--- src/hdl/bqd_pkg.sv ---
// shared types and constants for the biquad low-pass filter
// no dependencies
package bqd_pkg;

  localparam int SAMPLE_BITS_DEF    = 24;
  localparam int COEF_FRAC_BITS_DEF = 28;
  localparam int COEF_BITS          = 32;
  localparam int CFG_IDX_BITS       = 3;

  localparam logic [CFG_IDX_BITS-1:0] REG_B0 = 3'd0;
  localparam logic [CFG_IDX_BITS-1:0] REG_B1 = 3'd1;
  localparam logic [CFG_IDX_BITS-1:0] REG_B2 = 3'd2;
  localparam logic [CFG_IDX_BITS-1:0] REG_A1 = 3'd3;
  localparam logic [CFG_IDX_BITS-1:0] REG_A2 = 3'd4;

  localparam logic signed [COEF_BITS-1:0] B0_RST = 32'sd268435456;
  localparam logic signed [COEF_BITS-1:0] COEF_ZERO = '0;

  typedef struct packed {
    logic signed [COEF_BITS-1:0] b0;
    logic signed [COEF_BITS-1:0] b1;
    logic signed [COEF_BITS-1:0] b2;
    logic signed [COEF_BITS-1:0] a1;
    logic signed [COEF_BITS-1:0] a2;
  } coef_set_t;

endpackage

--- src/hdl/bqd_coef_regs.sv ---
// coefficient register file, written through the plain config port
// depends on bqd_pkg
module bqd_coef_regs (
  input  logic                              clk,
  input  logic                              rst_n,
  input  logic                              cfg_wr_en,
  input  logic [bqd_pkg::CFG_IDX_BITS-1:0]  cfg_index,
  input  logic [bqd_pkg::COEF_BITS-1:0]     cfg_wdata,
  output bqd_pkg::coef_set_t                coefs
);
  import bqd_pkg::*;

  coef_set_t coef_r;
  coef_set_t coef_nxt;

  always_comb begin
    coef_nxt = coef_r;
    if (cfg_wr_en) begin
      unique case (cfg_index)
        REG_B0:  coef_nxt.b0 = cfg_wdata;
        REG_B1:  coef_nxt.b1 = cfg_wdata;
        REG_B2:  coef_nxt.b2 = cfg_wdata;
        REG_A1:  coef_nxt.a1 = cfg_wdata;
        REG_A2:  coef_nxt.a2 = cfg_wdata;
        default: coef_nxt = coef_r;
      endcase
    end
  end

  always_ff @(posedge clk) begin
    if (!rst_n) begin
      coef_r.b0 <= B0_RST;
      coef_r.b1 <= COEF_ZERO;
      coef_r.b2 <= COEF_ZERO;
      coef_r.a1 <= COEF_ZERO;
      coef_r.a2 <= COEF_ZERO;
    end else begin
      coef_r <= coef_nxt;
    end
  end

  assign coefs = coef_r;

endmodule

--- config.mk ---
export PLATFORM = sky130hd
export DESIGN_NAME = bqd_coef_regs
export DESIGN_NICKNAME = d
export VERILOG_FILES = /design/src/hdl/bqd_pkg.sv /design/src/hdl/bqd_coef_regs.sv
export SDC_FILE = /design/constraint.sdc
export NUM_CORES = 1
export LEC_CHECK = 0
export ABC_AREA = 1
export BUFFER_PORTS_ARGS = -buffer_cell sky130_fd_sc_hd__buf_2
export CAP_MARGIN = 10
export CELL_PAD_IN_SITES_DETAIL_PLACEMENT = 1
export CELL_PAD_IN_SITES_GLOBAL_PLACEMENT = 1
export CORE_MARGIN = 3
export CORE_UTILIZATION = 30
export CTS_BUF_LIST = sky130_fd_sc_hd__clkbuf_2 sky130_fd_sc_hd__clkbuf_4 sky130_fd_sc_hd__clkbuf_8
export CTS_CLUSTER_SIZE = 25
export DETAILED_ROUTE_END_ITERATION = 8
export PLACE_DENSITY = 0.75
export SLEW_MARGIN = 20
export SYNTH_ARGS = -nofsm -noshare
export SYNTH_HDL_FRONTEND = slang
export SYNTH_SLANG_ARGS = --single-unit
--- constraint.sdc ---
create_clock -name clk -period 1.9 [get_ports clk]
set_input_delay 0.19 -clock clk [delete_from_list [all_inputs] [get_ports clk]]
set_output_delay 0.19 -clock clk [all_outputs]
set_load 0.01 [all_outputs]
# --- Word level (Yosys, flattened, before mapping) ---
# Cells that the tools add are included.
word_totals:
  out_inout_bits: 160
  register_bits: 160
  rom_bits: 0
  ramBits: 0
  memories: 0
  word_cells: 15
  inputBits: 38
  latchBits: 0
op_classes:
  bitwise_logic: 0
  n_eq_ne: 4
  multipliers: 0
  shift: 0
  add_sub_neg: 0
  magnitude_cmp: 0
  div_mod_pow: 0
  reduce_logical: 6
  n_mux: 0
ops:
  columns: ["cell", "n"]
  rows:
  - ["2-bit AND reduction", 5]
  - ["3-bit by 2-bit equality test with 1-bit output (second input constant)", 2]
  - ["3-bit by 1-bit equality test with 1-bit output (second input constant)", 1]
  - ["3-bit equality test (second input constant)", 1]
  - ["3-bit logical NOT", 1]

# --- Depth between registers and ports, before layout ---
# Gate-level depths: netlist (run 1).
depth:
  depth_word: 2
  ltp_mapped: 7
  mapped_depth_nobuf: 5

# --- Worst setup path after synthesis (run 1) ---
# OpenSTA, ideal clock, no wires.
synth_path:
  path_type: "input to register"
  start: "input rst_n"
  end: "register coef_r (netlist bit coefs[130])"
  setup_slack_ns: 0.933
  setup_ns: 0.064
  arrival_time_ns: 0.903
  t_required_ns: 1.836
  n_path_buf: 3
  cell_stages: 5
  cell_sequence: "buf_2 > buf_2 > buf_1 > nand2_1 > nor2_1"
synth_lines:
  columns: ["item", "line_no", "source"]
  rows:
  - ["from (decl)", "bqd_coef_regs.sv:5", "input logic rst_n,"]
  - ["to (signal assigned)", "bqd_coef_regs.sv:38", "coef_r <= coef_nxt;"]
  - ["to (decl)", "bqd_coef_regs.sv:13", "coef_set_t coef_r;"]

# --- Final worst setup path (run 1) ---
layout_path:
  start: "register coef_r (netlist bit coefs[103])"
  end: "output coefs[103] (netlist bit)"
layout_lines:
  columns: ["item", "line_no", "source"]
  rows:
  - ["to (decl)", "bqd_coef_regs.sv:9", "output bqd_pkg::coef_set_t coefs"]
# No word-level cell between the ends.

==> impl_metrics.json, run 1 <==
{
  "timing.final.ws_setup_ns": 0.745,
  "drive_gt1_share_pct": 23.8,
  "globalplace.congestion": 0.771,
  "dr.first_iter.drc_count": 356,
  "drt_wl_total_mm": 21.9,
  "worstSetupStartpointType": "flip-flop",
  "via_per_inst": 4.65,
  "n_antenna_cell": 0,
  "cts_hold_buf": 1,
  "worstHoldPathType": "in -> reg",
  "seq_area_frac_synth_pct": 50.7,
  "p_leak_nw": 4.00,
  "grt_max_degree": 78,
  "worstPathRequired_ns": 1.71,
  "antenna_found_initial": 0,
  "critPathMaxFanout": 2,
  "syn_nets": 956,
  "place_area_um2": 7660,
  "cts_root_buf": "clkbuf_8",
  "critPathKind": "reg -> out",
  "cts_buffers": 17,
  "finalInstanceArea_um2": 8100,
  "synth.distinct_cells": 10,
  "yosys.area.top_type": "dfxtp_1",
  "fin_skew_ns": 0,
  "synth_cells": 918,
  "path_buf_inv": 1,
  "placementRows": 52,
  "ios": 198,
  "synth-async-reset-ratio_pct": 0,
  "critical_path.max_stage_delay_ns": 0.38,
  "die-area_um2": 22900,
  "tightest_slew_ns": 0.389,
  "cts_max_level": 4,
  "hpwl_mm": 15.5,
  "gr-total-overflow": 0,
  "clkSinkCount": 160,
  "synth.top_cell.area_share_pct": 50.7,
  "status": "complete, no violations",
  "dp_slack_ns": 0.434,
  "synth_ff_type": "dfxtp_1",
  "maxCapViolCount": 0,
  "drtPass1Iterations": 4,
  "ys_warn_count": 0,
  "path_clk_slew_ns": 0.09,
  "fin_tns_setup_ns": 0,
  "critPathTopFamily": "flip-flops",
  "use_met2_pct": 31.6,
  "post_cts_buffers": 0,
  "critPathCaptureType": "output port",
  "synth-edff-count": 0,
  "syn2layout_area_growth_pct": 28.1,
  "die_h_um": 151,
  "synth_common_cells": "nor2_1, nand2_1, dfxtp_1, nand3_1, buf_2",
  "largest_reg_flops": 160,
  "core_area_um2": 20500,
  "cp_cell_sequence": "buf_2",
  "power_density_nw_per_um2": 877,
  "synth_area_leaders": "dfxtp_1, nor2_1, nand3_1",
  "rsz0062_at_grt": "false",
  "yosysMostFrequentCell": "nor2_1",
  "cts_resized": 0,
  "syn_area_um2": 6320,
  "fin_crit_sh_pct": 60.8,
  "grtUsageMet1_pct": 25.1,
  "grt_usage_pct": 19.0,
  "die_w_um": 151,
  "drtAntennaViolNets": 0,
  "fin_nets": 1132,
  "worst_path_max_delay_cell": "dfxtp_1",
  "min_period_ns": 1.15,
  "cts_tree": "built",
  "clk_path_buf_depth": 2,
  "max_freq_ghz": 0.866,
  "crit_arrival_ns": 0.96,
  "peakVddDrop_mv": 0.383,
  "grt_pass1_vias": 6107,
  "vias": 6404,
  "portBuffers": 197,
  "ys_seq_elements": 160,
  "setup_viol": 0,
  "avgRoutedWirePerCell_um": 15.9,
  "slew_headroom_pct": 74.1,
  "grt_pass1_wl_mm": 33.4,
  "clk_latency_ns": 0.44,
  "start_util_pct": 30.9,
  "busiest_layer": "met2",
  "met3_usage_pct": 3.83,
  "maxSlewViolCount": 0,
  "drc": 0,
  "hold_violations": 0,
  "postSynthAreaPerCell_um2": 6.89
}
==> logic make-up (layout without fill, tap and decap cells) <==
group | count (synthesis) | count (layout) | share of synthesized area, %
DFF | 160 | 160 | 50.7
buffers and inverters | 103 | 292 | 7.06
and+or+nand+nor | 655 | 655 | 42.3
==> through the flow <==
step	hold slack (ns)	utilization, %	power [mW]	cells
3_5_place_dp	0.418	37.4	4.46	1344
3_3_place_gp	0.417	37.4	4.45	1344
5_1_grt	0.133	39.5	7.47	1377
2_1_floorplan	0.303	-	4.10	918
4_1_cts	0.117	39.5	7.22	1377
6_report	0.155	39.5	7.11	1377
==> power breakdown <==
part           total [mW]  internal [mW]  switching (mW)
sequential           3.53           3.47          0.0645
clock                2.74           1.43            1.30
combinational       0.840          0.289           0.551
total                7.11           5.19            1.92
==> layout make-up <==
class | count | area, um^2
Tap cell | 270 | 338
Fill cell | 2687 | 12400
Inverter | 38 | 143
Clock inverter | 11 | 154
Multi-Input combinational cell | 655 | 2720
Sequential cell | 160 | 3200
Clock buffer | 21 | 283
Timing Repair Buffer | 222 | 1270
==> final timing paths <==
path	startpoint	to	slack, ns	cells past startpoint
worst max-delay path	coefs[103]$_SDFFE_PN0P_	coefs[103]	0.75	1
worst min-delay path	cfg_wdata[13]	coefs[13]$_SDFFE_PN0P_	0.16	5
worst max register to register	coefs[121]$_SDFFE_PN0P_	coefs[121]$_SDFFE_PN0P_	1.27	2
worst min register to register	coefs[156]$_SDFFE_PN1P_	coefs[156]$_SDFFE_PN1P_	0.48	2
==> metal layers <==
metal	vias to the layer above	routed length [um]	share of wire [%]
li1	3189	-	-
met1	3040	10000	46
met2	157	10500	48
met3	18	1120	5.1
met4	0	290	1.3
met5	-	0	0
==> layout by cell type (no fill, tap or decap), drive strengths merged <==
master,Yosys,final
inv,38,39
clkinvlp,0,2
dlygate4sd3,0,1
dfxtp,160,160
clkbuf,5,21
buf,60,221
nand3,160,160
nand2,168,168
nor2,327,327
bufinv,0,3
clkinv,0,5
Power figures use the tool's default switching activity.
==> inputs of run 2 (changes only) <==
Settings changed: ABC_AREA 1 to 0, PLACE_DENSITY 0.75 to 0.74.
Clock period 1.9 ns to 0.97 ns, I/O delays scaled along.
==> impl_metrics.json, run 2 <==
{
  "dp_slack_ns": -0.292,
  "crit_arrival_ns": 0.92,
  "vias": 4987,
  "hpwl_mm": 12.7,
  "maxSlewViolCount": 0,
  "ys_warn_count": 0,
  "syn_nets": 595,
  "met3_usage_pct": 4.47,
  "synth.distinct_cells": 12,
  "grt_pass1_wl_mm": 30.9,
  "largest_reg_flops": 160,
  "synth-async-reset-ratio_pct": 0,
  "mostFrequentLayoutCells": "nand2_1, buf_6, mux2i_1, dfxtp_2, buf_4",
  "slew_headroom_pct": 72.8,
  "cts_buffers": 17,
  "syn_area_um2": 5820,
  "worst_path_max_delay_cell": "dfxtp_2",
  "busiest_layer": "met2",
  "seq_area_frac_synth_pct": 55.0,
  "cts_tree": "built",
  "timing.final.ws_setup_ns": -0.0479,
  "grt_usage_pct": 18.5,
  "drt_wl_total_mm": 20.0,
  "die-area_um2": 21100,
  "synth_ff_type": "dfxtp_1",
  "holdWs_ns": 0.0309,
  "synth-edff-count": 0,
  "path_clk_slew_ns": 0.09,
  "n_antenna_cell": 0,
  "yosys.area.top_type": "dfxtp_1",
  "dr.first_iter.drc_count": 170,
  "critPathTopFamily": "flip-flops",
  "fin_nets": 849,
  "hold_violations": 0,
  "path_buf_inv": 1,
  "critical_path.max_stage_delay_ns": 0.37,
  "min_period_ns": 1.02,
  "drtAntennaViolNets": 0,
  "synth.top_cell.area_share_pct": 55.0,
  "drc": 0,
  "worstSetupStartpointType": "flip-flop",
  "grt_max_degree": 36,
  "status": "complete, but fails checks",
  "power_density_nw_per_um2": 1410,
  "clkSinkCount": 160,
  "synth_cells": 557,
  "finalInstanceArea_um2": 9280,
  "die_w_um": 145,
  "globalplace.congestion": 0.784,
  "postSynthAreaPerCell_um2": 10.5,
  "place_area_um2": 7320,
  "antenna_found_initial": 0,
  "cts_root_buf": "clkbuf_8",
  "drive_gt1_share_pct": 56.5,
  "dp_cells": 1006,
  "grt_pass1_vias": 5355,
  "violations": "negative setup slack",
  "core_area_um2": 18900,
  "worstPathRequired_ns": 0.87,
  "tightest_slew_ns": 0.406,
  "r2r_slack_ns": 0.14,
  "synth_area_leaders": "dfxtp_1, mux2i_1, nand2_1",
  "fin_crit_sh_pct": 105,
  "clk_path_buf_depth": 2,
  "use_met2_pct": 32.7,
  "instances_no_fill": 1083,
  "critPathMaxFanout": 2,
  "cp_cell_sequence": "buf_6",
  "die_h_um": 145,
  "layout_commonest_cell": "nand2_1",
  "rsz0062_at_grt": "true",
  "yosysMostFrequentCell": "nand2_1",
  "avgRoutedWirePerCell_um": 18.5,
  "p_leak_nw": 4.65,
  "ios": 198,
  "critPathKind": "reg -> out",
  "syn2layout_area_growth_pct": 59.3,
  "nFillCells": 2056,
  "synth_common_cells": "nand2_1, dfxtp_1, mux2i_1",
  "placementRows": 50,
  "worstHoldPathType": "in -> reg",
  "clk_latency_ns": 0.43,
  "setup_viol": 158,
  "gr-total-overflow": 0,
  "via_per_inst": 4.60,
  "critPathCaptureType": "output port",
  "grtUsageMet1_pct": 21.7,
  "cts_max_level": 4,
  "portBuffers": 197,
  "max_freq_ghz": 0.982,
  "fin_skew_ns": 0,
  "ys_seq_elements": 160,
  "start_util_pct": 30.8,
  "maxCapViolCount": 0,
  "drtPass1Iterations": 4,
  "peakVddDrop_mv": 0.776
}
run 2: changes by cell type after synthesis, moves of 23 or more:
| cell | delta |
|---|---|
| inv_1 | -36 |
| mux2i_1 | +160 |
| nand3_1 | -160 |
| nand2_1 | +23 |
| buf_2 | -42 |
| nor2_1 | -321 |
run 2: timing repair:
item,in CTS,in global routing
setup endpoints to repair,160,160
resized for setup,327,0
buffers inserted,13,29
hold buffers,4,0
gates cloned,0,0
hold endpoints to repair,14,0
run 2: cell type report:
type / count / area (um^2) / area share (%)
Multi-Input combinational cell: 358 / 2450 / 26.4
Clock buffer: 21 / 283 / 3.05
Tap cell: 260 / 325 / 3.51
Clock inverter: 10 / 111 / 1.20
Timing Repair Buffer: 274 / 2710 / 29.2
Sequential cell: 160 / 3400 / 36.7
run 2: per-stage QoR:
| stage | setup TNS [ns] | utilization [%] | power, mW |
|---|---|---|---|
| 6_report | -2.28 | 49.1 | 13.1 |
| 5_1_grt | -12.28 | 49.1 | 13.7 |
| 4_1_cts | -8.58 | 47.9 | 13.2 |
| 3_5_place_dp | -25.13 | 38.8 | 7.98 |
| 3_3_place_gp | -20.08 | 38.8 | 7.96 |
| 2_1_floorplan | -0.459 | - | 7.45 |
run 2: routing by layer:
metal | up-vias | routed length [um] | share of wire, %
li1 | 2345 | - | -
met1 | 2460 | 8340 | 42
met2 | 147 | 10200 | 51
met3 | 35 | 863 | 4.3
met4 | 0 | 631 | 3.1
met5 | - | 0 | 0
run 2: cell families (layout without fill, tap and decap cells):
| kind of cell | after synthesis | after routing | synth area share, % |
|---|---|---|---|
| buffers and inverters | 39 | 305 | 3.80 |
| DFF | 160 | 160 | 55.0 |
| muxes | 160 | 160 | 27.5 |
| and+or+nand+nor | 198 | 198 | 13.7 |
run 2: worst paths after layout:
path,startpoint,to,depth (start not counted)
min,cfg_wdata[21],coefs[117]$_SDFFE_PN0P_,3
max reg2reg,coefs[146]$_SDFFE_PN0P_,coefs[146]$_SDFFE_PN0P_,4
min reg2reg,coefs[57]$_SDFFE_PN0P_,coefs[57]$_SDFFE_PN0P_,2
max,coefs[130]$_SDFFE_PN0P_,coefs[130],1
run 2: power by group:
part,total (mW),switching [mW],internal (mW)
logic,1.28,0.636,0.640
registers,6.85,0.115,6.73
clock network,4.97,2.48,2.49
total,13.1,3.23,9.87
==> inputs of run 3 (changes only) <==
Settings changed: REMOVE_ABC_BUFFERS from default to 1.
==> impl_metrics.json, run 3 (same netlist as run 2, synthesis figures left out) <==
{
  "grt_pass1_wl_mm": 31.2,
  "layout_commonest_cell": "nand2_1",
  "power_density_nw_per_um2": 1430,
  "dp_slack_ns": -0.250,
  "worstPathRequired_ns": 0.87,
  "clk_path_buf_depth": 2,
  "p_leak_nw": 4.85,
  "via_per_inst": 4.52,
  "worstSetupStartpointType": "flip-flop",
  "drive_gt1_share_pct": 55.8,
  "fin_tns_setup_ns": -2.27,
  "grt_pass1_vias": 5563,
  "mostFrequentLayoutCells": "nand2_1, buf_6, mux2i_1, dfxtp_2, buf_4",
  "clk_latency_ns": 0.44,
  "grt_max_degree": 36,
  "max_freq_ghz": 0.975,
  "path_clk_slew_ns": 0.10,
  "cts_buffers": 17,
  "top_layer_used": "met4",
  "multi_input_area_um2": 2450,
  "hold_violations": 0,
  "crit_arrival_ns": 0.93,
  "critPathKind": "reg -> out",
  "drc": 0,
  "setup_viol": 155,
  "critPathMaxFanout": 2,
  "cp_cell_sequence": "buf_6",
  "fin_crit_sh_pct": 106,
  "path_buf_inv": 1,
  "drt_wl_total_mm": 20.0,
  "grt_usage_pct": 18.5,
  "cts_tree": "built",
  "maxSlewViolCount": 0,
  "portBuffers": 197,
  "final_core_util_pct": 51.2,
  "dr_wl_met2_mm": 11.0,
  "critPathCaptureType": "output port",
  "ios": 198,
  "min_period_ns": 1.03,
  "maxCapViolCount": 0,
  "power_mw": 13.8,
  "tightest_slew_ns": 0.270,
  "antenna_found_initial": 0,
  "cts_root_buf": "clkbuf_8",
  "gr-total-overflow": 0,
  "vias": 5067,
  "worst_path_max_delay_cell": "dfxtp_2",
  "regArea_um2": 3400,
  "peakVddDrop_mv": 0.689,
  "placementRows": 50,
  "cts_max_level": 4,
  "core_area_um2": 18900,
  "die_h_um": 145,
  "dr.first_iter.drc_count": 96,
  "start_util_pct": 30.8,
  "slew_headroom_pct": 82.0,
  "clkSinkCount": 160,
  "status": "complete, but fails checks",
  "timing.final.ws_setup_ns": -0.0560,
  "wl_met1_mm": 7.88,
  "hpwl_mm": 11.6,
  "die_w_um": 145,
  "fin_nets": 885,
  "holdWs_ns": 0.0384,
  "die-area_um2": 21100,
  "largest_reg_flops": 160,
  "drtAntennaViolNets": 0,
  "rsz0062_at_grt": "true",
  "critical_path.max_stage_delay_ns": 0.37,
  "met3_length_um": 825,
  "syn2layout_area_growth_pct": 66.3,
  "avgRoutedWirePerCell_um": 17.9,
  "drtPass1Iterations": 4,
  "nFillCells": 2072,
  "n_antenna_cell": 0,
  "fin_skew_ns": 0,
  "critPathTopFamily": "flip-flops",
  "globalplace.congestion": 0.705,
  "worstHoldPathType": "in -> reg",
  "violations": "negative setup slack"
}
[run 3: path summary, 6_finish.rpt]
| path | startpoint | end | slack [ns] | cells after the start |
|---|---|---|---|---|
| worst min register to register | coefs[113]$_SDFFE_PN0P_ | coefs[113]$_SDFFE_PN0P_ | 0.47 | 2 |
| worst max-delay path | coefs[63]$_SDFFE_PN0P_ | coefs[63] | -0.06 | 1 |
| worst min-delay path | cfg_wdata[13] | coefs[141]$_SDFFE_PN0P_ | 0.04 | 3 |
| worst max register to register | coefs[52]$_SDFFE_PN0P_ | coefs[52]$_SDFFE_PN0P_ | 0.15 | 4 |
[run 3: per-stage QoR]
step | cell area (um^2) | cells
floorplan | 5600 | 518
global placement | 7410 | 1014
detailed placement | 7410 | 1014
CTS | 9430 | 1087
global route | 9680 | 1120
finish | 9680 | 1120
[run 3: per-layer routing]
metal | up-vias | GRT usage, %
met5 | - | 0
met1 | 2483 | 20.0
met4 | 0 | 5.03
met2 | 135 | 35.6
li1 | 2421 | -
met3 | 28 | 4.50
[run 3: cell type report]
cell class	count	share of cell area (%)
sequential	160	35.2
timing repair buffer	310	31.6
multi-input combinational	358	25.3
tap	260	3.36
clock buffer	18	2.56
clock inverter	14	2.09
[run 3: timing repair]
item | CTS | global route
buffers inserted | 15 | 33
resized for setup | 322 | 0
hold buffers | 26 | 0
endpoints found under the setup margin | 160 | 160
hold endpoints to repair | 108 | 0
[run 3: power by group]
group          switching, mW  internal (mW)  total (mW)
Clock                   2.71           2.93        5.64
Combinational          0.636          0.727        1.36
Sequential             0.115           6.73        6.85
